### src/rtl/crh_pkg.sv
`default_nettype none
package crh_pkg;

  // field widths
  localparam int COORD_W = 32;
  localparam int DIFF_W = COORD_W + 1;
  localparam int RAD_W = 31;
  localparam int DIST_W = 31;
  localparam int SLOT_W = 4;
  localparam int CFG_W = 5;
  localparam int DEF_MAX_OBJECTS = 16;

  // datapath widths
  localparam int ACC_W = 68;
  localparam int OP_W = 66;
  localparam int DIG_W = 17;
  localparam int MUL_STEPS = 4;
  localparam int MUL_IN_W = DIG_W * MUL_STEPS;
  localparam int PROD_W = 2 * OP_W;
  localparam int ROOT_W = OP_W;
  localparam int FRAC_W = 16;
  localparam int DEN_W = OP_W;
  localparam int NUM_W = OP_W + FRAC_W;
  localparam int QBITS = DIST_W;
  localparam int ASUM_W = 64;
  localparam int R2_W = 2 * RAD_W;

  // item codes
  localparam logic CMD_LOAD = 1'b0;
  localparam logic CMD_TRACE = 1'b1;
  localparam logic KIND_SPHERE = 1'b0;
  localparam logic KIND_PLANE = 1'b1;

  typedef struct packed {
    logic                      kind;
    logic signed [COORD_W-1:0] px;
    logic signed [COORD_W-1:0] py;
    logic signed [COORD_W-1:0] pz;
    logic signed [COORD_W-1:0] vx;
    logic signed [COORD_W-1:0] vy;
    logic signed [COORD_W-1:0] vz;
    logic [RAD_W-1:0]          radius;
  } obj_t;

  // magnitude of a signed difference
  function automatic logic [DIFF_W-1:0] mag(input logic signed [DIFF_W-1:0] v);
    logic [DIFF_W-1:0] r;
    r = v[DIFF_W-1] ? DIFF_W'(-v) : DIFF_W'(v);
    return r;
  endfunction

  // sign extend a coordinate by one bit
  function automatic logic signed [DIFF_W-1:0] sx(input logic signed [COORD_W-1:0] v);
    logic signed [DIFF_W-1:0] r;
    r = {v[COORD_W-1], v};
    return r;
  endfunction

endpackage
`default_nettype wire

### src/rtl/crh_table.sv
`default_nettype none
module crh_table import crh_pkg::*; #(
  parameter int DEPTH = DEF_MAX_OBJECTS,
  parameter int ADDR_W = 4
) (
  input  wire logic              clk,
  input  wire logic              wr_en,
  input  wire logic [ADDR_W-1:0] wr_addr,
  input  wire obj_t              wr_data,
  input  wire logic              rd_en,
  input  wire logic [ADDR_W-1:0] rd_addr,
  output obj_t                   rd_data
);

  obj_t mem [DEPTH];

  // object table, one write and one registered read port
  always_ff @(posedge clk) begin
    if (wr_en) begin
      mem[wr_addr] <= wr_data;
    end
    if (rd_en) begin
      rd_data <= mem[rd_addr];
    end
  end

endmodule
`default_nettype wire

### config.mk
export PLATFORM = sky130hd
export DESIGN_NAME = crh_table
export DESIGN_NICKNAME = d
export VERILOG_FILES = /design/src/rtl/crh_pkg.sv /design/src/rtl/crh_table.sv
export SDC_FILE = /design/constraint.sdc
export NUM_CORES = 2
export LEC_CHECK = 0
export BUFFER_PORTS_ARGS = -buffer_cell sky130_fd_sc_hd__buf_4
export CELL_PAD_IN_SITES_DETAIL_PLACEMENT = 0
export CELL_PAD_IN_SITES_GLOBAL_PLACEMENT = 1
export CORE_UTILIZATION = 55
export DETAILED_ROUTE_END_ITERATION = 6
export PLACE_DENSITY = 0.82
export SYNTH_ARGS = -nofsm -noshare
export SYNTH_HDL_FRONTEND = slang
export SYNTH_SLANG_ARGS = --single-unit
### constraint.sdc
create_clock -name clk -period 45 [get_ports clk]
set_input_delay 6.75 -clock clk [delete_from_list [all_inputs] [get_ports clk]]
set_output_delay 6.75 -clock clk [all_outputs]
set_load 0.02 [all_outputs]
==> flow_summary_export.csv <==
group,metric,value,unit
synth,synth_top_area_share,80.9,%
timing,worst_pin_slew,1.21,ns
clocking,clock_sinks,3808,
detailed_routing,wl_per_cell,32.3,µm
timing,slew_violations,0,
detailed_routing,drt_iter0_markers,7675,
global_route,antenna_found_initial,58,
timing,slew_headroom,19.0,%
power_and_ir_drop,ir_worst_vdd,0.0396,mV
synth,ys_types,25,
final_layout,drive_gt1_share,30.7,%
worst_setup_path,critical_path_class,"in -> reg",
floorplan,num_io_pins,459,
final_layout,fin_cells,10186,
floorplan,start_util,55.4,%
synth,postSynthAreaPerCell,24.1,µm²
global_route,grt_pass1_wl,471000,µm
worst_setup_path,critPathTopFamily,"buffers and inverters",
worst_setup_path,critPathMaxFanout,107,
floorplan,rows,185,
timing,final-hold-violation-count,0,
power_and_ir_drop,comb_power_share,5.1,%
worst_setup_path,cp_slowest_stage_delay,0.94,ns
run,maxCapViolations,0,
synth,synth.top_cells.by_area,"edfxtp_1, mux4_2, a22oi_1",
worst_setup_path,critical_path.startpoint_type,"primary input",
detailed_routing,drc,3,
synth,syn_nets,6088,
worst_setup_path,endpoint_kind,"flip-flop",
placed_design,gp_congestion,0.741,
global_route,grt_remaining_overflow,0,
timing,min_period,11.99,ns
clocking,h-tree-depth,5,
status,outcome,"finished, violations left",
global_route,grt_start_max_net_pins,136,
placed_design,dpl_worst_slack,31.87,ns
detailed_routing,drt_wl_total,329000,µm
synth,ys_seq_area_share,80.9,%
floorplan,die_y,509,µm
final_layout,syn2layout_area_growth,13.5,%
clocking,cts-hold-fix-buffers,0,
detailed_routing,ant_nets,0,
detailed_routing,via_per_inst,6.49,
power_and_ir_drop,cellInternalPower,5860,µW
clocking,insertion_delay,1.03,ns
synth,synth_area_leader_cell,"edfxtp_1",
worst_setup_path,required,45.70,ns
clocking,tritoncts,"yes",
power_and_ir_drop,swShare,20.7,%
timing,whs,0.679,ns
timing,rsz0062_at_grt,"no",
placed_design,port_buffers,458,
detailed_routing,first_pass_iters,5,
detailed_routing,vias,66071,
floorplan,fp.dieW,509,µm
placed_design,dp_hpwl,162000,µm
synth,yosys_warnings,0,
clocking,post_cts_buffers,0,
hold_path,min_path_type,"reg -> reg",
worst_setup_path,crit_slowest_cell,"buf_4",
final_layout,final_common_cell,"edfxtp_1",
placed_design,place_area,149000,µm²
clocking,cts_root_buf,"clkbuf_16",
synth,ys_ff_latch,3808,
timing,setup_violations,0,
timing,finalClockSkew,0.111,ns
power_and_ir_drop,p_leak,0.0511,µW
timing,setup_tns,0,ns
clocking,clk_pin_slew,0.06,ns
clocking,cts_buffer_depth,4,
timing,setup_slack,33.01,ns
final_layout,layout_common_cells,"edfxtp_1, mux4_2, buf_4",
placed_design,dp.cells,9501,
power_and_ir_drop,p_per_area,46.1,nW/µm²
final_layout,fin_nets,6753,
floorplan,die_area,259000,µm²
synth,syn-cell-area,141000,µm²
final_layout,nFillCells,16257,
power_and_ir_drop,pwr-share-seq,54.4,%
worst_setup_path,crit_top_cell,"buf_4",
worst_setup_path,path_cells,"buf_16, buf_4, buf_4, buf_4, buf_4, buf_4, mux4_2, a22oi_1, nand2_1",
final_layout,final_area,160000,µm²
floorplan,coreArea,255000,µm²
worst_setup_path,critical_path_arrival,12.69,ns
timing,max_freq,0.0834,GHz
power_and_ir_drop,p_clk_share,40.5,%
global_route,grt_pass1_vias,67451,
clocking,numCtsBuffers,381,
status,violations,"DRC",
clocking,ctsResizeCount,0,
global_route,track_usage,25.5,%
power_and_ir_drop,switchingPower,1530,µW
synth,syn-instance-count,5853,
worst_setup_path,cp_num_buf_inv,6,
timing,fin_crit_sh,26.7,%
-- per-stage QoR --
step           total power (µW)  utilization [%]
2_1_floorplan              4320                -
3_3_place_gp               4460             58.3
3_5_place_dp               4470             58.3
4_1_cts                    7440             62.9
5_1_grt                    7590             62.9
6_report                   7390             62.9
-- state kept, by name, indices dropped and copies added, names as in the netlist --
| register | flops |
|---|---|
| mem | 3584 |
| rd_data | 224 |
-- cell usage after synthesis --
| cell | count |
|---|---|
| nand3b_1 | 2 |
| o22a_1 | 9 |
| clkbuf_1 | 118 |
| o221ai_1 | 39 |
| nor2b_1 | 45 |
| mux4_2 | 833 |
| nor3_1 | 4 |
| nor2_1 | 14 |
| o21ai_0 | 30 |
| a221oi_1 | 24 |
| mux2_2 | 117 |
| and2_1 | 3 |
| buf_1 | 28 |
| buf_2 | 75 |
| or3b_2 | 1 |
| buf_4 | 81 |
| a22oi_1 | 376 |
| nand2b_1 | 28 |
| nand2_1 | 163 |
| nand3_1 | 1 |
| edfxtp_1 | 3808 |
| mux2i_1 | 42 |
| or2_2 | 1 |
| buf_6 | 10 |
| nor2_2 | 1 |
-- worst paths after layout --
path	slack, ns	end	start	cells past startpoint
worst min-delay path	0.68	rd_data[84]$_DFFE_PP_	mem[6][84]$_DFFE_PP_	3
worst min register to register	0.68	rd_data[84]$_DFFE_PP_	mem[6][84]$_DFFE_PP_	3
worst max register to register	43.25	rd_data[223]$_DFFE_PP_	mem[1][223]$_DFFE_PP_	3
worst max-delay path	33.01	rd_data[163]$_DFFE_PP_	rd_addr[0]	9
-- kinds of logic (layout without fill, tap and decap cells) --
kind of cell	Yosys count	count (layout)	synth area share, %
muxes	992	992	14.5
buffers and inverters	312	1256	1.16
and+or+nand+nor	263	263	0.850
other	0	23	0
AOI/OAI and AO/OA	478	478	2.55
DFF	3808	3808	80.9
-- worst min-delay path: cells and delay by family, from the launching register on --
kind             cells  cell delay (ns)
flip-flops           1             0.31
AND/OR/NAND/NOR      1             0.06
AO/OA/AOI/OAI        1             0.07
multiplexers         1             0.22
-- routing by layer --
metal	global-route usage, %	vias up	wire [µm]
met2	39.9	3271	159000
met3	5.44	580	31000
met4	6.20	68	7240
li1	-	26518	-
met1	37.0	35634	131000
met5	0	-	394
-- power by group through the flow --
stage / clock network [µW] / registers (µW) / logic (µW)
floorplan: 0 / 4130 / 192
global placement: 0 / 4090 / 367
detailed placement: 0 / 4100 / 376
CTS: 3040 / 4020 / 378
global route: 3160 / 4030 / 398
finish: 2990 / 4020 / 374
-- layout make-up --
cell class	instances	area, µm²	area share [%]
antenna	23	57.6	0.0359
clock buffer	477	10000	6.25
clock inverter	185	1650	1.03
multi-input combinational	1733	25500	15.9
sequential	3808	114000	71.3
tap	3366	4210	2.63
timing repair buffer	594	4610	2.88
No activity file was read; power rests on OpenSTA's default activity.
