File: src/rtl/crh_pkg.sv
`default_nettype none
package crh_pkg;

  // field widths
  localparam int COORD_W = 32;
  localparam int DIFF_W = COORD_W + 1;
  localparam int RAD_W = 31;
  localparam int DIST_W = 31;
  localparam int SLOT_W = 4;
  localparam int CFG_W = 5;
  localparam int DEF_MAX_OBJECTS = 16;

  // datapath widths
  localparam int ACC_W = 68;
  localparam int OP_W = 66;
  localparam int DIG_W = 17;
  localparam int MUL_STEPS = 4;
  localparam int MUL_IN_W = DIG_W * MUL_STEPS;
  localparam int PROD_W = 2 * OP_W;
  localparam int ROOT_W = OP_W;
  localparam int FRAC_W = 16;
  localparam int DEN_W = OP_W;
  localparam int NUM_W = OP_W + FRAC_W;
  localparam int QBITS = DIST_W;
  localparam int ASUM_W = 64;
  localparam int R2_W = 2 * RAD_W;

  // item codes
  localparam logic CMD_LOAD = 1'b0;
  localparam logic CMD_TRACE = 1'b1;
  localparam logic KIND_SPHERE = 1'b0;
  localparam logic KIND_PLANE = 1'b1;

  typedef struct packed {
    logic                      kind;
    logic signed [COORD_W-1:0] px;
    logic signed [COORD_W-1:0] py;
    logic signed [COORD_W-1:0] pz;
    logic signed [COORD_W-1:0] vx;
    logic signed [COORD_W-1:0] vy;
    logic signed [COORD_W-1:0] vz;
    logic [RAD_W-1:0]          radius;
  } obj_t;

  // magnitude of a signed difference
  function automatic logic [DIFF_W-1:0] mag(input logic signed [DIFF_W-1:0] v);
    logic [DIFF_W-1:0] r;
    r = v[DIFF_W-1] ? DIFF_W'(-v) : DIFF_W'(v);
    return r;
  endfunction

  // sign extend a coordinate by one bit
  function automatic logic signed [DIFF_W-1:0] sx(input logic signed [COORD_W-1:0] v);
    logic signed [DIFF_W-1:0] r;
    r = {v[COORD_W-1], v};
    return r;
  endfunction

endpackage
`default_nettype wire

File: src/rtl/crh_mul.sv
`default_nettype none
module crh_mul import crh_pkg::*; (
  input  wire logic              clk,
  input  wire logic              rst,
  input  wire logic              start,
  input  wire logic [OP_W-1:0]   a,
  input  wire logic [OP_W-1:0]   b,
  output logic                   done,
  output logic [PROD_W-1:0]      prod
);

  localparam int STEP_W = $clog2(MUL_STEPS + 1);

  logic                    busy;
  logic [OP_W-1:0]         a_q;
  logic [MUL_IN_W-1:0]     b_q;
  logic [STEP_W-1:0]       steps;
  logic [OP_W+DIG_W-1:0]   part;

  // one digit of b against all of a
  assign part = {{DIG_W{1'b0}}, a_q} * {{OP_W{1'b0}}, b_q[MUL_IN_W-1 -: DIG_W]};

  // digit serial multiply, top digit first
  always_ff @(posedge clk) begin
    if (rst) begin
      busy <= 1'b0;
      done <= 1'b0;
    end else begin
      done <= 1'b0;
      if (start) begin
        a_q   <= a;
        b_q   <= MUL_IN_W'(b);
        prod  <= '0;
        steps <= STEP_W'(MUL_STEPS);
        busy  <= 1'b1;
      end else if (busy) begin
        prod  <= (prod << DIG_W) + PROD_W'(part);
        b_q   <= b_q << DIG_W;
        steps <= steps - STEP_W'(1);
        if (steps == STEP_W'(1)) begin
          busy <= 1'b0;
          done <= 1'b1;
        end
      end
    end
  end

  a_mul_start_idle: assert property (@(posedge clk) disable iff (rst) start |-> !busy)
    else $error("multiply started while busy");

endmodule
`default_nettype wire

File: config.mk
export PLATFORM = sky130hd
export DESIGN_NAME = crh_mul
export DESIGN_NICKNAME = d
export VERILOG_FILES = /design/src/rtl/crh_pkg.sv /design/src/rtl/crh_mul.sv
export SDC_FILE = /design/constraint.sdc
export NUM_CORES = 2
export LEC_CHECK = 0
export ABC_AREA = 1
export BUFFER_PORTS_ARGS = -buffer_cell sky130_fd_sc_hd__buf_2
export CAP_MARGIN = 10
export CORE_MARGIN = 1.5
export CORE_UTILIZATION = 44
export DETAILED_ROUTE_END_ITERATION = 16
export SKIP_LAST_GASP = 1
export SLEW_MARGIN = 20
export SYNTH_ARGS = -nofsm -noshare
export SYNTH_HDL_FRONTEND = slang
export SYNTH_SLANG_ARGS = --single-unit
File: constraint.sdc
create_clock -name clk -period 15.35 [get_ports clk]
set_input_delay 3.8375 -clock clk [delete_from_list [all_inputs] [get_ports clk]]
set_output_delay 3.8375 -clock clk [all_outputs]
set_load 0.03 [all_outputs]
==> run_results.csv <==
group,metric,value,unit
run,cap_violations,0,
worst_setup_path,endpoint,"prod[117]",
worst_setup_path,path_max_fanout,47,
final_layout,antennaDiodeCount,0,
logic_synthesis,synth_largest_area_cell,"fa_1",
floorplan,placeableCoreArea,120000,um^2
worst_hold_path,hp-start,"b_q[33]",
logic_synthesis,yosys_warnings,0,
clock_tree,clk_latency,0.66,ns
clock_tree,cts_tree,"done",
floorplan,dieArea,123000,um^2
detailed_routing,ant_nets,0,
final_layout,num-nets-final,8673,
logic_synthesis,post_synth.cell_area_avg,7.34,um^2
worst_setup_path,r2r_cells,26,
clock_tree,cts_setup_buffers,0,
sta,max_freq,132,MHz
logic_synthesis,synth.net_count,8607,
logic_synthesis,synth_top_family_by_area,"adder cells",
clock_tree,ctsResizeCount,0,
detailed_routing,drt_iter0_markers,3984,
detailed_routing,route.detailed.drc,0,
floorplan,rows,127,
logic_synthesis,synth-adder-area-share,42.6,%
detailed_routing,firstDrtPassIters,6,
logic_synthesis,synthSimpleGateAreaFrac,21.8,%
floorplan,die-height,351,um
floorplan,io-pin-count,268,
clock_tree,htreeDepth,2,
worst_setup_path,crit_path_start,"b_q[53]",
clock_tree,clockBufferDepth,3,
placement,placed_area,55900,um^2
sta,setup_viol,0,
worst_setup_path,timing.rr.end,"prod[117]",
detailed_routing,wl_per_cell,19.8,um
logic_synthesis,synth_mux_area_share,0,%
logic_synthesis,yosysUniqueCellTypes,28,
floorplan,start_util,44.4,%
worst_hold_path,hp-class,"flop to flop",
sta,period_share,49.4,%
logic_synthesis,synth_top_area_share,38.5,%
sta,skew,0.0746,ns
logic_synthesis,synth-seq-cells,271,
worst_setup_path,worst_setup_path_start_kind,"flop",
clock_tree,numCtsBuffers,40,
grt,grt_use_total,29.7,%
sta,fin_crit,7.59,ns
logic_synthesis,synth_edf_count,269,
clock_tree,cts_hold_buf,0,
sta,hold_viol_final,0,
detailed_routing,vias_per_cell,4.94,
clock_tree,clockRootBuffer,"clkbuf_16",
logic_synthesis,async_flop_share,0,%
worst_setup_path,crit_arrival,7.99,ns
detailed_routing,totalWireLength,178,mm
grt,grt_pass1_vias,44685,
clock_tree,path_clk_slew,0.06,ns
logic_synthesis,syn_inst,7270,
floorplan,chipWidth,351,um
worst_setup_path,crit_required,15.75,ns
detailed_routing,vias,44324,
grt,antenna_found_initial,9,
final_layout,stdcell_area,57300,um^2
logic_synthesis,ys.flop_type,"edfxtp_1",
placement,numPortBuffers,267,
worst_setup_path,r2r-start,"b_q[53]",
sta,tns,0,ns
logic_synthesis,ys_top_cells_by_area,"fa_1, nand2_1, inv_1, edfxtp_1, ha_1",
final_layout,drive_above_1_share,5.29,%
placement,place_congestion,1.01,
logic_synthesis,synth_xor_area_share,0.0164,%
sta,rsz0062_at_grt,"false",
worst_setup_path,r2r_setup_slack,7.76,ns
logic_synthesis,synth_compound_area_share,2.33,%
logic_synthesis,ys_seq_area_share,15.2,%
placement,hpwl,147,mm
sta,final-max-slew-violation-count,0,
grt,grt_max_degree,82,
clock_tree,clock_sinks,271,
logic_synthesis,syn_area,53300,um^2
worst_setup_path,crit_type,"flop to flop",
outcome,status,"finished, final reports clean",
sta,max_slew_margin,22.9,%
sta,tightest_slew,1.16,ns
final_layout,area_delta_synth_final,7.48,%
grt,grt-ovfl-total,0,
grt,grt_first_pass_wirelength,272,mm
worst_setup_path,cp-end-kind,"flop",
[routing by layer]
metal / vias to the layer above / share of wire (%) / GRT usage (%)
met4: 0 / 3.4 / 8.98
met5: - / 0 / 0
li1: 20398 / - / -
met1: 21903 / 44 / 42.6
met3: 230 / 8.4 / 4.73
met2: 1793 / 44 / 46.1
[stage by stage]
step | hold WS, ns | worst slack (ns) | util [%] | cells
after floorplan | 0.421 | 0.505 | - | 7270
after global routing | 0.526 | 7.43 | 47.7 | 8978
after global placement | 0.494 | 7.90 | 46.6 | 8905
after detailed placement | 0.496 | 7.89 | 46.6 | 8905
after CTS | 0.511 | 7.88 | 47.7 | 8977
final | 0.506 | 7.76 | 47.7 | 8978
[layout make-up]
cell class / count / area (um^2)
clock buffers: 46 / 1020
clock inverters: 26 / 349
fillers: 12345 / 62800
inverters: 2284 / 8580
repair buffers: 303 / 1630
multi-input cells: 4436 / 35600
well taps: 1612 / 2020
flip-flops and latches: 271 / 8120
[how the worst min path moves through the flow]
stage,end,depth (start not counted)
after floorplan,done,2
after global placement,b_q[18],2
after detailed placement,b_q[26],2
after CTS,b_q[32],2
after global routing,b_q[23],2
final,b_q[50],2
[flip-flops by register name, indices dropped and copies added (netlist names)]
name   cells
prod     132
a_q       66
done       1
b_q       68
steps      3
busy       1
[worst max-delay path, stage by stage (launching register included)]
cell,delay (ns)
edfxtp_1,0.33
buf_4,0.28
buf_4,0.63
nand2_1,0.18
fa_1,0.59
inv_1,0.06
fa_1,0.53
inv_1,0.05
fa_1,0.50
inv_1,0.06
fa_1,0.49
fa_1,0.50
inv_1,0.05
fa_1,0.49
inv_1,0.05
ha_1,0.34
nand2_1,0.12
nor2_1,0.28
inv_1,0.12
nor2_1,0.35
nand2_1,0.26
nor2_1,0.15
nand2_1,0.06
nand3_1,0.39
nand2_1,0.14
a21oi_1,0.17
nor2_1,0.06
[synth_stat cells, types with 3 or more instances]
library cell	n
nand2_1	2406
inv_1	2283
fa_1	1025
nor2_1	379
edfxtp_1	269
clkbuf_1	238
ha_1	177
a21oi_1	153
nand3_1	105
o21ai_0	74
buf_1	39
nand4_1	37
nor3_1	31
nor2_2	12
o21bai_1	8
and2_1	7
nor3_2	5
nand3b_1	4
o21a_1	4
nor4_1	3
[cell families after synthesis]
kind of cell | after synthesis
xor gates and xnor gates | 1
buffers and inverters | 2563
adders and majority gates | 1202
AOI/OAI and AO/OA | 241
and+or+nand+nor | 2992
DFF | 271
[layout by cell type, fill, tap and decap left out, drive strengths merged, types with 5 or more instances in the layout]
| cell | netlist | layout |
|---|---|---|
| o21ai | 74 | 74 |
| o21bai | 8 | 8 |
| a21oi | 153 | 153 |
| clkinv | 0 | 13 |
| nor3 | 36 | 36 |
| nand3 | 106 | 106 |
| inv | 2284 | 2290 |
| nand4 | 37 | 37 |
| clkbuf | 238 | 46 |
| bufinv | 0 | 5 |
| edfxtp | 269 | 269 |
| buf | 41 | 303 |
| nand2 | 2406 | 2406 |
| nor2 | 391 | 391 |
| ha | 177 | 177 |
| fa | 1025 | 1025 |
| and2 | 7 | 7 |
Power is left out: the tool's default activity adds up to more than one toggle a clock period on the data nets, which glitch-free logic cannot reach.
