[src/rtl/crh_pkg.sv]
`default_nettype none
package crh_pkg;

  // field widths
  localparam int COORD_W = 32;
  localparam int DIFF_W = COORD_W + 1;
  localparam int RAD_W = 31;
  localparam int DIST_W = 31;
  localparam int SLOT_W = 4;
  localparam int CFG_W = 5;
  localparam int DEF_MAX_OBJECTS = 16;

  // datapath widths
  localparam int ACC_W = 68;
  localparam int OP_W = 66;
  localparam int DIG_W = 17;
  localparam int MUL_STEPS = 4;
  localparam int MUL_IN_W = DIG_W * MUL_STEPS;
  localparam int PROD_W = 2 * OP_W;
  localparam int ROOT_W = OP_W;
  localparam int FRAC_W = 16;
  localparam int DEN_W = OP_W;
  localparam int NUM_W = OP_W + FRAC_W;
  localparam int QBITS = DIST_W;
  localparam int ASUM_W = 64;
  localparam int R2_W = 2 * RAD_W;

  // item codes
  localparam logic CMD_LOAD = 1'b0;
  localparam logic CMD_TRACE = 1'b1;
  localparam logic KIND_SPHERE = 1'b0;
  localparam logic KIND_PLANE = 1'b1;

  typedef struct packed {
    logic                      kind;
    logic signed [COORD_W-1:0] px;
    logic signed [COORD_W-1:0] py;
    logic signed [COORD_W-1:0] pz;
    logic signed [COORD_W-1:0] vx;
    logic signed [COORD_W-1:0] vy;
    logic signed [COORD_W-1:0] vz;
    logic [RAD_W-1:0]          radius;
  } obj_t;

  // magnitude of a signed difference
  function automatic logic [DIFF_W-1:0] mag(input logic signed [DIFF_W-1:0] v);
    logic [DIFF_W-1:0] r;
    r = v[DIFF_W-1] ? DIFF_W'(-v) : DIFF_W'(v);
    return r;
  endfunction

  // sign extend a coordinate by one bit
  function automatic logic signed [DIFF_W-1:0] sx(input logic signed [COORD_W-1:0] v);
    logic signed [DIFF_W-1:0] r;
    r = {v[COORD_W-1], v};
    return r;
  endfunction

endpackage
`default_nettype wire

[src/rtl/crh_sqrt.sv]
`default_nettype none
module crh_sqrt import crh_pkg::*; (
  input  wire logic              clk,
  input  wire logic              rst,
  input  wire logic              start,
  input  wire logic [PROD_W-1:0] radicand,
  output logic                   done,
  output logic [ROOT_W-1:0]      root
);

  localparam int REM_W = ROOT_W + 4;
  localparam int CNT_W = $clog2(ROOT_W + 1);

  logic              busy;
  logic [PROD_W-1:0] rad_q;
  logic [REM_W-1:0]  rem;
  logic [CNT_W-1:0]  cnt;
  logic [REM_W-1:0]  rem_sh;
  logic [REM_W-1:0]  trial;
  logic              ge;

  // restoring square root, one result bit per cycle
  assign rem_sh = {rem[ROOT_W+1:0], rad_q[PROD_W-1 -: 2]};
  assign trial = {2'b00, root, 2'b01};
  assign ge = rem_sh >= trial;

  always_ff @(posedge clk) begin
    if (rst) begin
      busy <= 1'b0;
      done <= 1'b0;
    end else begin
      done <= 1'b0;
      if (start) begin
        rad_q <= radicand;
        rem   <= '0;
        root  <= '0;
        cnt   <= CNT_W'(ROOT_W);
        busy  <= 1'b1;
      end else if (busy) begin
        rem   <= ge ? rem_sh - trial : rem_sh;
        root  <= {root[ROOT_W-2:0], ge};
        rad_q <= rad_q << 2;
        cnt   <= cnt - CNT_W'(1);
        if (cnt == CNT_W'(1)) begin
          busy <= 1'b0;
          done <= 1'b1;
        end
      end
    end
  end

  a_sqrt_start_idle: assert property (@(posedge clk) disable iff (rst) start |-> !busy)
    else $error("square root started while busy");

endmodule
`default_nettype wire

[config.mk]
export PLATFORM = sky130hd
export DESIGN_NAME = crh_sqrt
export DESIGN_NICKNAME = d
export VERILOG_FILES = /design/src/rtl/crh_pkg.sv /design/src/rtl/crh_sqrt.sv
export SDC_FILE = /design/constraint.sdc
export NUM_CORES = 1
export LEC_CHECK = 0
export BUFFER_PORTS_ARGS = -buffer_cell sky130_fd_sc_hd__buf_2
export CORE_MARGIN = 4
export CORE_UTILIZATION = 61
export CTS_CLUSTER_SIZE = 14
export DETAILED_ROUTE_END_ITERATION = 12
export GPL_ROUTABILITY_DRIVEN = 0
export PLACE_DENSITY = 0.83
export SYNTH_ARGS = -nofsm -noshare
export SYNTH_HDL_FRONTEND = slang
export SYNTH_SLANG_ARGS = --single-unit
[constraint.sdc]
create_clock -name clk -period 41.1 [get_ports clk]
set_input_delay 6.165 -clock clk [delete_from_list [all_inputs] [get_ports clk]]
set_output_delay 6.165 -clock clk [all_outputs]
set_load 0.05 [all_outputs]
==> summary.md <==
| Metric | Value |
|---|---|
| Status | complete, no violations |
| Layout cell share with drive strength beyond 1 | 24.9% |
| Critical Path AT | 8.79 ns |
| PD cells | 45.0 nW/um^2 |
| Slew HR | 20.2% |
| PortBufs | between 200 and 250 |
| Detail Route Antenna Nets | 0 |
| Initial detailed-routing violation count | 923 |
| Startpoint Class | input port |
| Number of buffers created by CTS | 29 |
| Fin crit period | 8.47 ns |
| Cell area after synthesis | 15,900 sq um |
| Syn nets | 1,615 |
| Peak Freq | 0.118 GHz |
| Post-CTS sizing | 0 |
| Dpl hpwl | roughly 25 mm |
| Setup Total Neg Slack | 0 ns |
| Clk root buf | clkbuf_16 |
| Worst-Skew Late Latency | 0.57 ns |
| Global route hottest layer | met2 |
| Gr ovfl total | 0 |
| Cts hold-fix bufs | 0 |
| Final Hold Fails | 0 |
| Full die area | 28,700 sq um |
| Via density | 5.96 |
| Rows | 58 |
| Die Y | roughly 170 um |
| Via count | 11,500 |
| Count of final setup violators | 0 |
| Worst EP required | slightly above 40 ns |
| Max Cap Viol | 0 |
| Leakage power | 7.39 nW |
| Final worst path period share | about a fifth |
| Register Area | approximately 8200 sq um |
| Yosys warns | 0 |
| Final Util | 70.6% |
| CTS tree | done |
| Largest net degree at the start of global routing | 176 |
| Prevailing post-synth register cell | edfxtp_1 |
| Grt met3 use | ~7.1% |
| R2R Setup Slk | about 37 ns |
| Most frequent CP cell | buf_4 |
| Mean routed wirelength per cell | around 18 um |
| Most frequent cells in the layout | 273 x edfxtp_1, 200 x buf_2, 178 x nor2_1 |
| Initial Utilization | 62.6% |
| Grt met2 use | 38.0% |
| H-tree Lvls | 1 |
| Hold_ws | 0.495 ns |
| Fillers | 1,870 |
| Critical-path cell list | buf_8 > buf_4 > buf_4 > mux2_2 |
| Initial antenna violation count | 8 |
| Total global-route track usage | 23.9% |
| Synthesized flop and latch total | 275 |
| # IOs | 202 |
| # Post-CTS Setup Buffers | 0 |
| Cells after Synth | between 1,000 and 1,500 |
| Total wire length | 35.2 mm |
| First-pass GRT wire length | 56.4 mm |
| Crit-path max cell delay | between 0.7 and 0.8 ns |
| Core area | between 20,000 and 30,000 sq um |
| Post-synthesis async set-or-reset flop share | 0% |
| Crit Path Max Fanout | about 120 |
| Measured slew at the worst slew-check pin | approximately 1.2 ns |
| Post-synthesis area per instance | approximately 11 sq um |
| Element type at the critical path end | flip-flop |
| Distinct cell type count after synthesis | 73 |
| CP Class | input port to flip-flop |
| Nets@finish | roughly 1,800 |
| Clock Sinks | 275 |
| 1st-pass router iterations | 5 |
| Clock Tree Buf Depth | 3 |
| Horiz. Die Dim | 169 um |
| Number of global-route vias before repair | 11,200 |
| Post-synthesis sequential area ratio | 51.8% |
| Multi-input logic area | 6970 sq um |
| Clock Skew | 0.0192 ns |
| DRC viols | 0 |
| Crit path max-delay cell type | buf_4 |
| Peak VDD IR | approximately 40 uV |
| Post-synth EDFFs | about 270 |
| Met1 Usage GRT | 32.6% |
| Most common cell after layout, fill and taps aside | edfxtp_1 |
| RSZ-0062 raised after global routing | false |
| Overall Power | 0.000808 W |
| Synthesis-to-finish area growth | 12.7% |
| Slew Viols, Final | 0 |
| Clock slew seen by the registers of the worst setup and hold paths | approximately 0.06 ns |
| Hold Path Class | flip-flop to flip-flop |
==> worst paths after layout <==
kind                                             from                     to  cells past startpoint
worst min-delay path                  busy$_SDFF_PP0_        done$_SDFF_PP0_                      1
worst min register to register        busy$_SDFF_PP0_        done$_SDFF_PP0_                      1
worst max-delay path                            start   rad_q[131]$_DFFE_PP_                      4
worst max register to register  rem[25]$_SDFFCE_PP0P_  rem[55]$_SDFFCE_PP0P_                     12
==> metal layers <==
layer | vias up | routed length, um
met3 | 84 | 3120
met1 | 5464 | 14700
met5 | - | 81
li1 | 5498 | -
met4 | 12 | 995
met2 | 412 | 16300
==> cells by family (layout without fill, tap and decap cells) <==
kind of cell,count (synthesis),in the layout,synth area share [%]
xor+xnor,64,64,3.52
buf+inv,168,351,4.46
compound gates,267,267,11.1
simple gates,383,383,11.1
fa+ha+maj,70,70,5.51
other cells,0,3,0
mux,183,183,12.5
flops,275,275,51.8
==> where the power goes <==
part	switching, W	leakage (nW)	internal (W)	total [W]
clock	0.000109	0.429	0.000136	0.000245
sequential	0.0000102	2.65	0.000340	0.000350
combinational	0.000129	4.31	0.0000837	0.000213
==> synth_stat cells, drive strengths merged (3+ instances only) <==
| master | count | area share, % |
|---|---|---|
| a2111oi | 5 | 0.31 |
| a211oi | 8 | 0.53 |
| a21boi | 5 | 0.24 |
| a21o | 28 | 1.3 |
| a21oi | 85 | 2.7 |
| a221oi | 4 | 0.22 |
| a22oi | 3 | 0.14 |
| a31oi | 10 | 0.39 |
| and2 | 8 | 0.31 |
| and3 | 10 | 0.42 |
| and4 | 5 | 0.28 |
| buf | 26 | 1.1 |
| clkbuf | 48 | 1.1 |
| edfxtp | 273 | 52 |
| ha | 70 | 5.5 |
| inv | 94 | 2.2 |
| mux2 | 131 | 9.3 |
| mux2i | 52 | 3.3 |
| nand2 | 70 | 1.7 |
| nand2b | 10 | 0.39 |
| nand3 | 21 | 0.69 |
| nand4 | 25 | 0.98 |
| nor2 | 179 | 4.2 |
| nor2b | 5 | 0.24 |
| nor3 | 20 | 0.63 |
| nor3b | 5 | 0.24 |
| nor4 | 8 | 0.31 |
| o2111ai | 3 | 0.17 |
| o211ai | 4 | 0.19 |
| o21a | 11 | 0.52 |
| o21ai | 49 | 1.5 |
| o21bai | 14 | 0.66 |
| o22ai | 9 | 0.35 |
| o31ai | 10 | 0.56 |
| or2 | 4 | 0.16 |
| or3 | 7 | 0.28 |
| or4 | 3 | 0.14 |
| xnor2 | 39 | 2.1 |
| xor2 | 25 | 1.4 |
==> metrics by stage <==
stage	setup slack [ns]	std cells	instance area, sq um
after floorplan	22.33	1410	15900
after global placement	32.00	1872	17000
after detailed placement	31.97	1872	17000
after CTS	32.57	1923	17900
after global routing	32.43	1925	17900
final	32.63	1926	17900
==> state kept, by name, indices dropped and copies added, names as in the netlist <==
name,count
rem,68
busy,1
rad_q,132
cnt,7
done,1
root,66
==> critical path: cells and delay by family <==
| kind | cells | cell delay [ns] |
|---|---|---|
| multiplexers | 1 | 0.41 |
| buffers and inverters | 3 | 2.16 |
==> layout make-up <==
class | count | area share [%]
Timing Repair Buffer | 206 | 5.95
Clock inverter | 18 | 0.775
Clock buffer | 33 | 4.13
Antenna cell | 3 | 0.0419
Multi-Input combinational cell | 967 | 38.9
Tap cell | 330 | 2.30
Inverter | 94 | 1.97
Sequential cell | 275 | 45.9
(Power assumes the default switching activity.)
