==> src/rtl/crh_pkg.sv <==
`default_nettype none
package crh_pkg;

  // field widths
  localparam int COORD_W = 32;
  localparam int DIFF_W = COORD_W + 1;
  localparam int RAD_W = 31;
  localparam int DIST_W = 31;
  localparam int SLOT_W = 4;
  localparam int CFG_W = 5;
  localparam int DEF_MAX_OBJECTS = 16;

  // datapath widths
  localparam int ACC_W = 68;
  localparam int OP_W = 66;
  localparam int DIG_W = 17;
  localparam int MUL_STEPS = 4;
  localparam int MUL_IN_W = DIG_W * MUL_STEPS;
  localparam int PROD_W = 2 * OP_W;
  localparam int ROOT_W = OP_W;
  localparam int FRAC_W = 16;
  localparam int DEN_W = OP_W;
  localparam int NUM_W = OP_W + FRAC_W;
  localparam int QBITS = DIST_W;
  localparam int ASUM_W = 64;
  localparam int R2_W = 2 * RAD_W;

  // item codes
  localparam logic CMD_LOAD = 1'b0;
  localparam logic CMD_TRACE = 1'b1;
  localparam logic KIND_SPHERE = 1'b0;
  localparam logic KIND_PLANE = 1'b1;

  typedef struct packed {
    logic                      kind;
    logic signed [COORD_W-1:0] px;
    logic signed [COORD_W-1:0] py;
    logic signed [COORD_W-1:0] pz;
    logic signed [COORD_W-1:0] vx;
    logic signed [COORD_W-1:0] vy;
    logic signed [COORD_W-1:0] vz;
    logic [RAD_W-1:0]          radius;
  } obj_t;

  // magnitude of a signed difference
  function automatic logic [DIFF_W-1:0] mag(input logic signed [DIFF_W-1:0] v);
    logic [DIFF_W-1:0] r;
    r = v[DIFF_W-1] ? DIFF_W'(-v) : DIFF_W'(v);
    return r;
  endfunction

  // sign extend a coordinate by one bit
  function automatic logic signed [DIFF_W-1:0] sx(input logic signed [COORD_W-1:0] v);
    logic signed [DIFF_W-1:0] r;
    r = {v[COORD_W-1], v};
    return r;
  endfunction

endpackage
`default_nettype wire

==> src/rtl/crh_div.sv <==
`default_nettype none
module crh_div import crh_pkg::*; (
  input  wire logic             clk,
  input  wire logic             rst,
  input  wire logic             start,
  input  wire logic [NUM_W-1:0] num,
  input  wire logic [DEN_W-1:0] den,
  output logic                  done,
  output logic [QBITS-1:0]      quot
);

  localparam int REM_W = DEN_W + 1;
  localparam int CNT_W = $clog2(QBITS + 1);

  logic             busy;
  logic [DEN_W-1:0] den_q;
  logic [REM_W-1:0] rem;
  logic [QBITS-1:0] low;
  logic [CNT_W-1:0] cnt;
  logic             sat;
  logic [REM_W-1:0] rs;
  logic             ge;

  // quotient of 2^QBITS or more saturates
  assign sat = REM_W'(num[NUM_W-1:QBITS]) >= REM_W'(den);
  assign rs = {rem[DEN_W-1:0], low[QBITS-1]};
  assign ge = rs >= {1'b0, den_q};

  // restoring division over the low quotient bits only
  always_ff @(posedge clk) begin
    if (rst) begin
      busy <= 1'b0;
      done <= 1'b0;
    end else begin
      done <= 1'b0;
      if (start) begin
        den_q <= den;
        if (sat) begin
          quot <= '1;
          done <= 1'b1;
        end else begin
          rem  <= REM_W'(num[NUM_W-1:QBITS]);
          low  <= num[QBITS-1:0];
          quot <= '0;
          cnt  <= CNT_W'(QBITS);
          busy <= 1'b1;
        end
      end else if (busy) begin
        rem  <= ge ? rs - {1'b0, den_q} : rs;
        quot <= {quot[QBITS-2:0], ge};
        low  <= low << 1;
        cnt  <= cnt - CNT_W'(1);
        if (cnt == CNT_W'(1)) begin
          busy <= 1'b0;
          done <= 1'b1;
        end
      end
    end
  end

  a_div_start_idle: assert property (@(posedge clk) disable iff (rst) start |-> !busy)
    else $error("divide started while busy");

endmodule
`default_nettype wire

==> config.mk <==
export PLATFORM = sky130hd
export DESIGN_NAME = crh_div
export DESIGN_NICKNAME = d
export VERILOG_FILES = /design/src/rtl/crh_pkg.sv /design/src/rtl/crh_div.sv
export SDC_FILE = /design/constraint.sdc
export NUM_CORES = 1
export LEC_CHECK = 0
export BUFFER_PORTS_ARGS = -buffer_cell sky130_fd_sc_hd__buf_4
export CORE_AREA = 3 3 133 199
export CTS_CLUSTER_DIAMETER = 100
export DETAILED_ROUTE_END_ITERATION = 10
export DIE_AREA = 0 0 136 202
export HOLD_SLACK_MARGIN = 0.08
export PLACE_DENSITY = 0.76
export SLEW_MARGIN = 20
export SYNTH_ARGS = -nofsm -noshare
export SYNTH_HDL_FRONTEND = slang
export SYNTH_SLANG_ARGS = --single-unit
==> constraint.sdc <==
create_clock -name clk -period 14.2 [get_ports clk]
set_input_delay 0.71 -clock clk [delete_from_list [all_inputs] [get_ports clk]]
set_output_delay 0.71 -clock clk [all_outputs]
set_load 0.005 [all_outputs]
==> results of run 1 <==
-- cell usage after synthesis (all sizes together), types with 11 or more instances --
cell	number
a21o	60
a21oi	113
a31oi	40
and3	17
buf	30
clkbuf	35
edfxtp	199
ha	119
inv	168
mux2	32
nand2	137
nand2b	12
nand3	24
nand4	45
nor2	84
nor2b	11
nor3	16
nor4	11
o21ai	95
o21bai	15
xnor2	31
xor2	22
-- layer usage --
metal | vias up | track usage [%] | wire, um
met5 | - | 0 | 0
met2 | 378 | 43.4 | 17600
met3 | 80 | 2.89 | 2090
met4 | 0 | 9.58 | 1280
met1 | 5312 | 30.9 | 13600
li1 | 5412 | - | -
-- state kept, by name (all words and copies together) (netlist names) --
signal  cells
cnt         5
den_q      66
busy        1
quot       31
rem        66
done        1
low        31
-- placed cells by master, fill, tap and decap left out, types with 6 or more instances in the layout --
cell,instances
sky130_fd_sc_hd__edfxtp_1,199
sky130_fd_sc_hd__buf_4,188
sky130_fd_sc_hd__inv_1,167
sky130_fd_sc_hd__nand2_1,136
sky130_fd_sc_hd__ha_1,119
sky130_fd_sc_hd__a21oi_1,111
sky130_fd_sc_hd__o21ai_0,90
sky130_fd_sc_hd__nor2_1,81
sky130_fd_sc_hd__a21o_1,60
sky130_fd_sc_hd__nand4_1,45
sky130_fd_sc_hd__a31oi_1,40
sky130_fd_sc_hd__mux2_2,32
sky130_fd_sc_hd__xnor2_1,31
sky130_fd_sc_hd__nand3_1,23
sky130_fd_sc_hd__xor2_1,22
sky130_fd_sc_hd__clkbuf_16,20
sky130_fd_sc_hd__nor3_1,16
sky130_fd_sc_hd__and3_1,16
sky130_fd_sc_hd__o21bai_1,15
sky130_fd_sc_hd__nand2b_1,12
sky130_fd_sc_hd__nor2b_1,11
sky130_fd_sc_hd__nor4_1,11
sky130_fd_sc_hd__or3_1,8
sky130_fd_sc_hd__o31ai_1,8
sky130_fd_sc_hd__o21a_1,7
sky130_fd_sc_hd__a2bb2oi_1,6
sky130_fd_sc_hd__a221o_1,6
sky130_fd_sc_hd__mux2i_1,6
-- critical path, delay by kind of cell --
family | cells | cell delay (ns)
simple gates | 7 | 1.72
buf+inv | 2 | 0.89
compound gates | 3 | 1.27
fa+ha+maj | 1 | 0.30
-- power groups by stage --
stage / logic (uW) / clock network (uW) / registers (uW)
after global routing: 566 / 597 / 738
after global placement: 494 / 0 / 744
after detailed placement: 500 / 0 / 746
final: 508 / 566 / 733
after CTS: 504 / 575 / 733
after floorplan: 362 / 0 / 742
-- metrics by stage --
stage,power (uW),cells,hold WS [ns]
4_1_cts,1810,1904,0.358
6_report,1810,1904,0.374
3_3_place_gp,1240,1869,0.461
5_1_grt,1900,1904,0.360
2_1_floorplan,1100,1418,0.444
3_5_place_dp,1250,1869,0.486
-- cell families after synthesis --
| kind of cell | Yosys count |
|---|---|
| AO/OA/AOI/OAI | 387 |
| AND/OR/NAND/NOR | 386 |
| buffers and inverters | 233 |
| flip-flops | 201 |
| adder cells (fa/ha/maj) | 120 |
| XOR/XNOR | 53 |
| multiplexers | 38 |
-- path summary, 6_finish.rpt --
check                    to  slack, ns  cells past startpoint
setup / recovery    low[19]       9.37                     13
hold / removal    den_q[58]       0.37                      1
setup reg to reg    rem[56]       9.99                     12
hold reg to reg        done       0.49                      2
-- cell type report --
type / count / share of cell area [%]
Multi-Input combinational cell: 984 / 42.2
Sequential cell: 201 / 38.0
Timing Repair Buffer: 188 / 8.92
Inverter: 168 / 3.98
Clock buffer: 23 / 3.23
Tap cell: 328 / 2.59
Clock inverter: 12 / 1.08
==> reports/metrics.sh, run 1 <==
STATUS='finished, final reports clean'
P_INT_uW=1260
NUM-FILL-CELLS=2114
POSTROUTEANTENNANETS=0
CLOCK_LATENCY_NS=0.52
CLOCK_TREE_FROM_TRITONCTS='built'
PLACEABLECOREAREA_SQ_UM=25100
FINAL_CORE_UTILIZATION_PCT=63.2
CLKTRANSATPATHREGS_NS=0.07
SYNTH_NETS=1689
DOMINANT_COMBINATIONAL_CELL_FAMILY_BY_AREA_AFTER_SYNTHESIS='compound AO/OA/AOI/OAI gates'
DRT_FIRST_ITER_VIOLATIONS=788
POST-CTS-SETUP-BUFFER-COUNT=0
GRT_PASS1_VIAS=11310
SIMPLE_LOGIC_CELL_FRACTION_OF_THE_SYNTHESIZED_AREA_PCT=13.6
MULTI_INPUT_COMB_AREA_SQ_UM=6680
ANTENNA_FOUND_INITIAL=0
CRITICAL_PATH_REQUIRED_NS=14.34
VDD_IR_DROP_MAX_mV=0.0885
WORST_HOLD_PATH_TYPE='in -> reg'
POST-DP-HPWL_UM=25800
MAXCLOCKFREQUENCY_GHz=0.207
YOSYSUNIQUECELLTYPES=70
PATH_MAX_FANOUT=65
CLOCK_TREE.HTREE_LEVEL_COUNT=1
FP.DIEAREA_SQ_UM=27500
NUM_ANTENNA_CELLS=0
YOSYSWARNINGCOUNT=0
MAPPEDNETLISTAREA_SQ_UM=13600
POWER_SWITCHING_SHARE_PCT=30.5
DESIGN.FINAL.NETS=1834
REPORT.FINAL.HOLD_VIOL_COUNT=0
LEAKAGE_uW=0.00706
TIMING.CRITICAL_PATH.SLOWEST_CELL_DELAY_NS=0.87
TOTAL_ROUTING_USAGE_REPORTED_BY_GLOBAL_ROUTING_PCT=24.7
SYNTH_AREA_LEADER_CELL='sky130_fd_sc_hd__edfxtp_1'
WORSTSETUPENDPOINTTYPE='flop'
NUMCTSBUFFERS=20
INSTANCE_COUNT_OF_THE_MAPPED_NETLIST=1418
SYNTH_REGISTER_BITS=201
POWER_DENSITY_nW_PER_UM2=114
INITIAL_UTILIZATION_PCT=54.3
FINAL_DESIGN_AREA_NO_FILL_SQ_UM=15800
ROUTABILITYCONGESTION=0.944
PERIOD_SHARE_PCT=34.0
ROUTE.DETAILED.VIAS_PER_INST=5.87
SYNTH_ADDER_AREA_SHARE_PCT=11.1
CLKSINKCOUNT=201
CTS-ROOT-TO-SINK-BUFFERS=3
WORST-SLEW-PIN-TRANSITION_NS=0.998
POSTCTSRESIZEDCELLS=0
LAYOUT-AREA-OVERHEAD-VS-SYNTH_PCT=16.3
SYNTH-EDFF-COUNT=199
YOSYSSEQAREASHARE_PCT=44.2
GRT_PASS1_WL_UM=55400
TIMING.CLOCK.SKEW_NS=0.0178
COMPOUND_GATE_FRACTION_OF_SYNTH_AREA_PCT=17.8
GRT.OVERFLOW.TOTAL=0
WORST_FLOP_TO_FLOP_PATH_STARTPOINT='rem[59]'
DRT_PASS1_ITERATIONS=5
SETUP_REPAIR_AFTER_GLOBAL_ROUTING_MISSED_ITS_MARGIN='false'
P_SEQ_SHARE_PCT=40.6
IOS=183
POST_ROUTE_CELLS_DRIVE_ABOVE_1_SHARE_PCT=16.9
TIMING.HOLD.WORST.START='den[58]'
DR_TOTAL_VIAS=11182
CRIT_PATH_FREQUENT_CELL='sky130_fd_sc_hd__buf_4'
CPMAXSTAGEDELAYCELL='sky130_fd_sc_hd__a2111oi_0'
SYNTH.AVG_CELL_AREA_SQ_UM=9.60
CLOCK_POWER_SHARE_PCT=31.3
SYNTH_MUX_AREA_SHARE_PCT=3.09
POST_DRT_WL_PER_CELL_UM=18.1
IO_BUFFER_COUNT=182
NUM_ROWS=71
COMB_POWER_SHARE_PCT=28.1
MAX-CAP-VIOLATIONS=0
GRT_START_MAX_NET_PINS=76
WORST-SETUP-PATH-TYPE='in -> reg'
FINALWORSTPATHREQUIREDPERIOD_NS=4.83
ROUTED_WIRELENGTH_UM=34600
PLACED_CELL_AREA_SQ_UM=15100
TIMING.CRITICAL_PATH.FROM_TYPE='primary input'
WORST_EP_ARRIVAL_TIME_NS=4.96
CTS_HOLD_BUFFERS=0
SETUP_TNS_NS=0
SYNTH_LARGEST_TYPE_AREA_FRACTION_PCT=43.9
DIE_W_UM=136
POSTLAYOUTSETUPSLACKWORST_NS=9.37
YS.FLOP_TYPE='sky130_fd_sc_hd__edfxtp_1'
MAXSLEWVIOLCOUNT=0
PATH_CELLS='buf_4, ha_1, and4_1, nor4b_1, nand3_1, nor3_1, a2111oi_0, o21ai_0, a21oi_1, or3_1, or2_2, and2_4, buf_4'
CRIT_PATH_START='num[74]'
CTS_ROOT_BUF='sky130_fd_sc_hd__clkbuf_16'
REGAREA_SQ_UM=6020
RELSLEWSLACK_PCT=31.7
ASYNCSETRESETFLOPFRACSYNTH_PCT=0
SYNTH.AREA.TOP_CELLS='sky130_fd_sc_hd__edfxtp_1 44%, sky130_fd_sc_hd__ha_1 11%, sky130_fd_sc_hd__inv_1 4.6%'
FINALSETUPVIOLATIONS=0
P_SW_uW=551
DIE-HEIGHT_UM=202
ROUTE.DETAILED.DRC=0
PLACEMENT.SETUP.WORST_SLACK_NS=9.06
SYNTH-XOR-AREA-SHARE_PCT=3.41
Note: power is estimated with default switching activity, not from simulation.
==> inputs of run 2 (changes only) <==
Settings changed: CORE_AREA 3 3 133 199 to 3 3 135 203, DIE_AREA 0 0 136 202 to 0 0 138 206.
Clock period 14.2 ns to 4.2 ns, I/O delays scaled along.
==> run 2 against run 1 <==
Effect of this change: worst hold slack got worse by 0.29 ns; clock power increased to 3.5 times the previous value; sequential share of layout area decreased by 3.5 points; utilization increased by 4.4 points; clock skew decreased by 0.0026 ns; worst setup slack got worse by 8.8 ns; first-iteration DRC count increased by 5.3%; cell area increased by 10%; critical path depth decreased by 1; register-to-register slack got worse by 9.4 ns; die area increased by 3.5%; critical path type is now reg -> reg; largest power group unchanged.
==> reports/metrics.sh, run 2 (synthesized netlist as in run 1, its figures left out) <==
CLOCK_TREE.HTREE_LEVEL_COUNT=1
NUMPLACEDINSTANCES=1889
REGAREA_SQ_UM=6020
CPMAXSTAGEDELAYCELL='sky130_fd_sc_hd__o31ai_1'
LEAKAGE_uW=0.00775
STATUS='finished, final reports clean'
CTS-ROOT-TO-SINK-BUFFERS=3
DIE-HEIGHT_UM=206
POWER_SWITCHING_SHARE_PCT=30.6
WORST-SLEW-PIN-TRANSITION_NS=0.938
WORST_HOLD_SLACK_NS=0.0873
VDD_IR_DROP_MAX_mV=0.264
CRITICAL_PATH_REQUIRED_NS=4.46
NUMCTSBUFFERS=21
IO_BUFFER_COUNT=182
GRT.OVERFLOW.TOTAL=0
POSTROUTEANTENNANETS=0
CLOCK_TREE_FROM_TRITONCTS='built'
CLKTRANSATPATHREGS_NS=0.07
ANTENNA_FOUND_INITIAL=0
NUM_ANTENNA_CELLS=0
SETUP_TNS_NS=0
MAXCLOCKFREQUENCY_GHz=0.276
FINISH.CELL_COUNT_WITHOUT_FILLERS=2066
PLACEABLECOREAREA_SQ_UM=25800
MAXSLEWVIOLCOUNT=0
TIMING.CRITICAL_PATH.FROM_TYPE='flop'
WORSTSETUPENDPOINTTYPE='flop'
PERIOD_SHARE_PCT=86.2
DESIGN.FINAL.NETS=1989
PLACEMENT.SETUP.WORST_SLACK_NS=0.541
POST-CTS-SETUP-BUFFER-COUNT=0
LAYOUT.CELLS.MOST_COMMON_LIST='199 x sky130_fd_sc_hd__edfxtp_1, 199 x sky130_fd_sc_hd__buf_4, 167 x sky130_fd_sc_hd__inv_1'
PATH_CELLS='ha_1, fa_1, nand2b_1, a21oi_1, o21ai_0, a211oi_1, nor3_1, o31ai_1, a21oi_1, o21bai_1, and4_1, nor4_1'
POST-DP-HPWL_UM=27100
P_INT_uW=4410
DR_TOTAL_VIAS=12079
TOTAL_ROUTING_USAGE_REPORTED_BY_GLOBAL_ROUTING_PCT=26.8
NUM_ROWS=72
FINAL_CORE_UTILIZATION_PCT=67.6
P_SW_uW=1950
RELSLEWSLACK_PCT=37.3
ROUTE.DETAILED.DRC=0
WORST_EP_ARRIVAL_TIME_NS=3.88
POST_DRT_WL_PER_CELL_UM=19.0
MAX-CAP-VIOLATIONS=0
POST_ROUTE_CELLS_DRIVE_ABOVE_1_SHARE_PCT=16.4
GRT_START_MAX_NET_PINS=58
ROUTABILITYCONGESTION=0.939
NUM-FILL-CELLS=1930
CLKSINKCOUNT=201
DRT_PASS1_ITERATIONS=5
CRITICAL_PATH.TOP_DELAY_FAMILY='compound AO/OA/AOI/OAI gates'
ROUTED_WIRELENGTH_UM=39300
CTS_ROOT_BUF='sky130_fd_sc_hd__clkbuf_16'
WORST_HOLD_PATH_TYPE='in -> reg'
P_SEQ_SHARE_PCT=39.1
DRT_FIRST_ITER_VIOLATIONS=830
PATH_MAX_FANOUT=3
TIMING.CLOCK.SKEW_NS=0.0152
COMB_POWER_SHARE_PCT=30.0
CLOCK_POWER_SHARE_PCT=30.9
IOS=183
FP.DIEAREA_SQ_UM=28400
REPORT.FINAL.HOLD_VIOL_COUNT=0
LAYOUT-AREA-OVERHEAD-VS-SYNTH_PCT=27.9
CLOCK_LATENCY_NS=0.52
MULTI_INPUT_COMB_AREA_SQ_UM=6680
POWER_DENSITY_nW_PER_UM2=365
LARGEST_REGISTERS='den_q (66), rem (66)'
GRT_PASS1_VIAS=12302
DIE_W_UM=138
TIMING.CRITICAL_PATH.SLOWEST_CELL_DELAY_NS=0.56
CP.BUFFERS_INVERTERS=0
GRT_PASS1_WL_UM=62600
INITIAL_UTILIZATION_PCT=52.8
FINALSETUPVIOLATIONS=0
FINALWORSTPATHREQUIREDPERIOD_NS=3.62
WORST-SETUP-PATH-TYPE='reg -> reg'
ROUTE.DETAILED.VIAS_PER_INST=5.85
CRIT_PATH_FREQUENT_CELL='sky130_fd_sc_hd__a21oi_1'
SETUP_REPAIR_AFTER_GLOBAL_ROUTING_MISSED_ITS_MARGIN='false'
POSTLAYOUTSETUPSLACKWORST_NS=0.578
==> run 2: changes by cell type in the layout (fill, tap and decap cells not counted), sizes merged <==
cell	previous run	this run
dlygate4sd3	0	139
clkinvlp	2	1
clkinv	6	7
buf	188	203
clkbuf	23	25
inv	168	169
==> run 2: timing repair <==
| item | 4_1_cts | 5_1_grt |
|---|---|---|
| gates resized for setup | 0 | 0 |
| hold buffers | 139 | 0 |
| hold endpoints to repair | 140 | 0 |
==> run 2: metrics by stage <==
stage / area, sq um / total power (uW)
6_report: 17400 / 6360
3_5_place_dp: 15300 / 4270
4_1_cts: 17400 / 6340
5_1_grt: 17400 / 6650
2_1_floorplan: 13600 / 3730
3_3_place_gp: 15300 / 4240
==> run 2: layout make-up <==
class / instances / area share [%]
inverters: 168 / 3.62
clock inverters: 13 / 0.963
repair buffers: 342 / 17.0
flip-flops and latches: 201 / 34.5
well taps: 333 / 2.39
multi-input cells: 984 / 38.4
clock buffers: 25 / 3.10
==> run 2: worst paths after layout <==
path                            slack (ns)  startpoint  depth (start not counted)  endpoint
worst max register to register        0.58    den_q[0]                         12   rem[42]
worst min register to register        0.49        busy                          2      done
worst min-delay path                  0.09     num[34]                          3    rem[3]
worst max-delay path                  0.58    den_q[0]                         12   rem[42]
==> run 2: per-layer routing <==
metal / track usage [%] / part of all wire [%] / up-vias
met3: 2.73 / 5.5 / 102
met1: 31.1 / 38 / 5778
met5: 0 / 0 / -
met4: 11.0 / 4.0 / 0
met2: 50.5 / 53 / 453
li1: - / - / 5746
==> run 2: power by group through the flow <==
stage	logic (uW)	registers, uW	clock network, uW
floorplan	1220	2500	0
global placement	1730	2510	0
detailed placement	1750	2520	0
CTS	1870	2480	1990
global route	2090	2500	2060
finish	1910	2480	1970
==> run 2: worst reg2reg max path, delay by kind of cell (launching register included) <==
kind                       cells  cell delay (ns)
DFF                            1             0.39
AOI/OAI and AO/OA              6             1.71
and+or+nand+nor                4             0.64
adders and majority gates      2             0.64
==> inputs of run 3 (changes only) <==
Settings changed: ABC_AREA set to 1, CELL_PAD_IN_SITES_DETAIL_PLACEMENT set to 0, CELL_PAD_IN_SITES_GLOBAL_PLACEMENT set to 2, CORE_AREA 3 3 135 203 to 3 3 195 292, DIE_AREA 0 0 138 206 to 0 0 198 295, PLACE_DENSITY 0.76 to not set, PLACE_DENSITY_LB_ADDON set to 0.1.
==> run 3 against run 2 <==
Effect of this change: combinational power up 25%; synthesized area is 20% higher; flip-flop and latch count did not move; sequential power about the same; utilization shrank 30 points; total power increased by 12%; cell area grew 19%; final cell count increased by 67%; clock skew up 0.012 ns; first-iteration DRC count shrank 13%; non-clock buffer count did not move; count of clock-buffer cells in the layout up 5.
==> reports/metrics.sh, run 3 <==
NUM_ROWS=105
CLOCK_TREE.HTREE_LEVEL_COUNT=1
MET1_USAGE_PCT=25.4
TIMING.CRITICAL_PATH.SLOWEST_CELL_DELAY_NS=0.63
SYNTH.TOP_CELLS.BY_COUNT='938 x sky130_fd_sc_hd__nand2_1, 502 x sky130_fd_sc_hd__inv_1, 199 x sky130_fd_sc_hd__edfxtp_1, 181 x sky130_fd_sc_hd__nand3_1, 153 x sky130_fd_sc_hd__nor2_1'
LAYOUT-AREA-OVERHEAD-VS-SYNTH_PCT=27.2
WORSTSETUPENDPOINTTYPE='flop'
GLOBALROUTE.BUSIESTLAYER='met2'
STATUS='finished, final reports clean'
PERIOD_SHARE_PCT=82.1
WORST-SETUP-PATH-TYPE='reg -> reg'
TIMING.CLOCK.SKEW_NS=0.0273
RELSLEWSLACK_PCT=39.1
CTS-ROOT-TO-SINK-BUFFERS=3
PLACEABLECOREAREA_SQ_UM=54700
CP.BUFFERS_INVERTERS=2
DESIGN.FINAL.NETS=3009
PLACEMENT.SETUP.WORST_SLACK_NS=0.642
TOTAL_ROUTING_USAGE_REPORTED_BY_GLOBAL_ROUTING_PCT=21.9
SYNTHMOSTINSTANTIATEDCELL='sky130_fd_sc_hd__nand2_1'
FP.DIEAREA_SQ_UM=58400
SYNTH_REGISTER_BITS=201
INITIAL_UTILIZATION_PCT=29.9
WORST-SLEW-PIN-TRANSITION_NS=0.913
FINALPOWER_uW=7100
GRT_START_MAX_NET_PINS=103
PATH_CELLS='ha_1, nand2_1, inv_1, a21oi_1, o21ai_0, nand2_1, nand2_1, nand2_1, nand2_1, nor2_4, buf_4, nand3_1, nand3_1, nand2_1'
POSTROUTEANTENNANETS=0
CRITICAL_PATH.TOP_DELAY_FAMILY='simple AND/OR/NAND/NOR gates'
MAXCLOCKFREQUENCY_GHz=0.290
REPORT.FINAL.HOLD_VIOL_COUNT=0
USE_MET3_PCT=2.56
POSTLAYOUTSETUPSLACKWORST_NS=0.751
NUM_ANTENNA_CELLS=0
POST-DP-HPWL_UM=51500
FINALSETUPVIOLATIONS=0
SYNTH_AREA_LEADER_CELL='sky130_fd_sc_hd__edfxtp_1'
IOS=183
YOSYSWARNINGCOUNT=0
CLOCK_TREE_FROM_TRITONCTS='built'
SETUP_TNS_NS=0
SYNTH_LARGEST_TYPE_AREA_FRACTION_PCT=36.6
POWER_DENSITY_nW_PER_UM2=342
ROUTE.DETAILED.VIAS_PER_INST=4.52
WORST_HOLD_PATH_TYPE='in -> reg'
POST_ROUTE_CELLS_DRIVE_ABOVE_1_SHARE_PCT=10.0
CTS_ROOT_BUF='sky130_fd_sc_hd__clkbuf_16'
CRIT_PATH_FREQUENT_CELL='sky130_fd_sc_hd__nand2_1'
SYNTH-EDFF-COUNT=199
PATH_MAX_FANOUT=64
CPMAXSTAGEDELAYCELL='sky130_fd_sc_hd__buf_4'
MET2_USAGE_PCT=41.4
CLKSINKCOUNT=201
INSTANCE_COUNT_OF_THE_MAPPED_NETLIST=2417
DIE-HEIGHT_UM=295
ROUTABILITYCONGESTION=0.913
FINALWORSTPATHREQUIREDPERIOD_NS=3.45
LEAKAGE_uW=0.0109
POST_DRT_WL_PER_CELL_UM=18.6
DR_TOTAL_VIAS=15617
WORST_EP_ARRIVAL_TIME_NS=3.74
LAYOUT.CELLS.MOST_COMMON_LIST='937 x sky130_fd_sc_hd__nand2_1, 502 x sky130_fd_sc_hd__inv_1, 199 x sky130_fd_sc_hd__edfxtp_1'
CRITICAL_PATH_REQUIRED_NS=4.49
IO_BUFFER_COUNT=182
YOSYSSEQAREASHARE_PCT=36.8
CLKTRANSATPATHREGS_NS=0.06
CLOCK_LATENCY_NS=0.57
ANTENNA_FOUND_INITIAL=0
TIMING.CRITICAL_PATH.FROM_TYPE='flop'
DIE_W_UM=198
YS.FLOP_TYPE='sky130_fd_sc_hd__edfxtp_1'
YOSYSUNIQUECELLTYPES=36
POST-CTS-SETUP-BUFFER-COUNT=0
SYNTH.AVG_CELL_AREA_SQ_UM=6.76
MAXSLEWVIOLCOUNT=0
MAX-CAP-VIOLATIONS=0
DRT_FIRST_ITER_VIOLATIONS=723
SETUP_REPAIR_AFTER_GLOBAL_ROUTING_MISSED_ITS_MARGIN='false'
DRT_PASS1_ITERATIONS=7
POSTCTSRESIZEDCELLS=0
ASYNCSETRESETFLOPFRACSYNTH_PCT=0
MAPPEDNETLISTAREA_SQ_UM=16300
GRT.OVERFLOW.TOTAL=0
NUMCTSBUFFERS=26
ROUTE.DETAILED.DRC=0
LARGEST_REGISTERS='den_q (66), rem (66)'
LEADING_CELL_TYPE_IN_THE_LAYOUT_FILL_AND_TAPS_EXCLUDED='sky130_fd_sc_hd__nand2_1'
VDD_IR_DROP_MAX_mV=0.291
SYNTH.AREA.TOP_CELLS='sky130_fd_sc_hd__edfxtp_1 37%, sky130_fd_sc_hd__nand2_1 22%, sky130_fd_sc_hd__inv_1 12%'
SYNTH_NETS=2688
GRT_PASS1_WL_UM=97300
GRT_PASS1_VIAS=16474
ROUTED_WIRELENGTH_UM=64200
run 3: cell types whose count changed after synthesis, moves of 57 or more:
cell                      before  now
sky130_fd_sc_hd__o21ai_0      90   33
sky130_fd_sc_hd__nand3_1      24  181
sky130_fd_sc_hd__a21o_1       60    1
sky130_fd_sc_hd__nand2_1     136  938
sky130_fd_sc_hd__nor2_1       83  153
sky130_fd_sc_hd__inv_1       168  502
run 3: final timing paths:
kind | depth (start not counted) | to | slack, ns | start
setup / recovery | 14 | rem[41] | 0.75 | rem[40]
setup reg to reg | 14 | rem[41] | 0.75 | rem[40]
hold / removal | 3 | rem[41] | 0.11 | num[72]
hold reg to reg | 2 | low[9] | 0.51 | low[8]
run 3: tightest hold or removal path, stage by stage:
cell and delay (ns):
sky130_fd_sc_hd__buf_4 0.08, sky130_fd_sc_hd__nand2_1 0.11, sky130_fd_sc_hd__nand2_1 0.13
run 3: routing by layer:
metal	vias up	share of wire (%)	wire length, um
met1	7110	41	26600
met2	317	51	32900
met5	-	0	0
met4	0	3.8	2440
li1	8116	-	-
met3	74	3.6	2340
run 3: kinds of logic (layout without fill, tap and decap cells):
group,after synthesis,after routing,share of synthesized area [%]
adders and majority gates,120,120,9.23
AOI/OAI and AO/OA,128,128,4.09
and+or+nand+nor,1373,1373,34.8
DFF,201,201,36.8
xor gates and xnor gates,31,31,1.66
buffers and inverters,564,904,13.5
run 3: report_power, final:
| group | switching [uW] | internal, uW | leakage [uW] |
|---|---|---|---|
| registers | 66.6 | 2410 | 0.00192 |
| logic | 1540 | 840 | 0.00857 |
| clock network | 954 | 1300 | 0.000396 |
run 3: layout make-up:
class / count / area, sq um
Fill cell: 5952 / 33900
Multi-Input combinational cell: 1652 / 8170
Sequential cell: 201 / 6020
Timing Repair Buffer: 342 / 2960
Inverter: 515 / 1940
Tap cell: 695 / 870
Clock buffer: 30 / 687
Clock inverter: 17 / 154
run 3: timing repair:
action                                  4_1_cts  5_1_grt
endpoints found under the setup margin        0        0
hold buffers                                148        0
endpoints found under the hold margin       149        0
run 3: per-stage QoR:
step	util, %	hold slack [ns]	area (sq um)	std cells
after floorplan	-	0.279	16400	2417
after global placement	33.8	0.399	18500	3257
after detailed placement	33.8	0.399	18500	3257
after CTS	38.0	0.0964	20800	3452
after global routing	38.1	0.0864	20800	3452
final	38.1	0.111	20800	3452
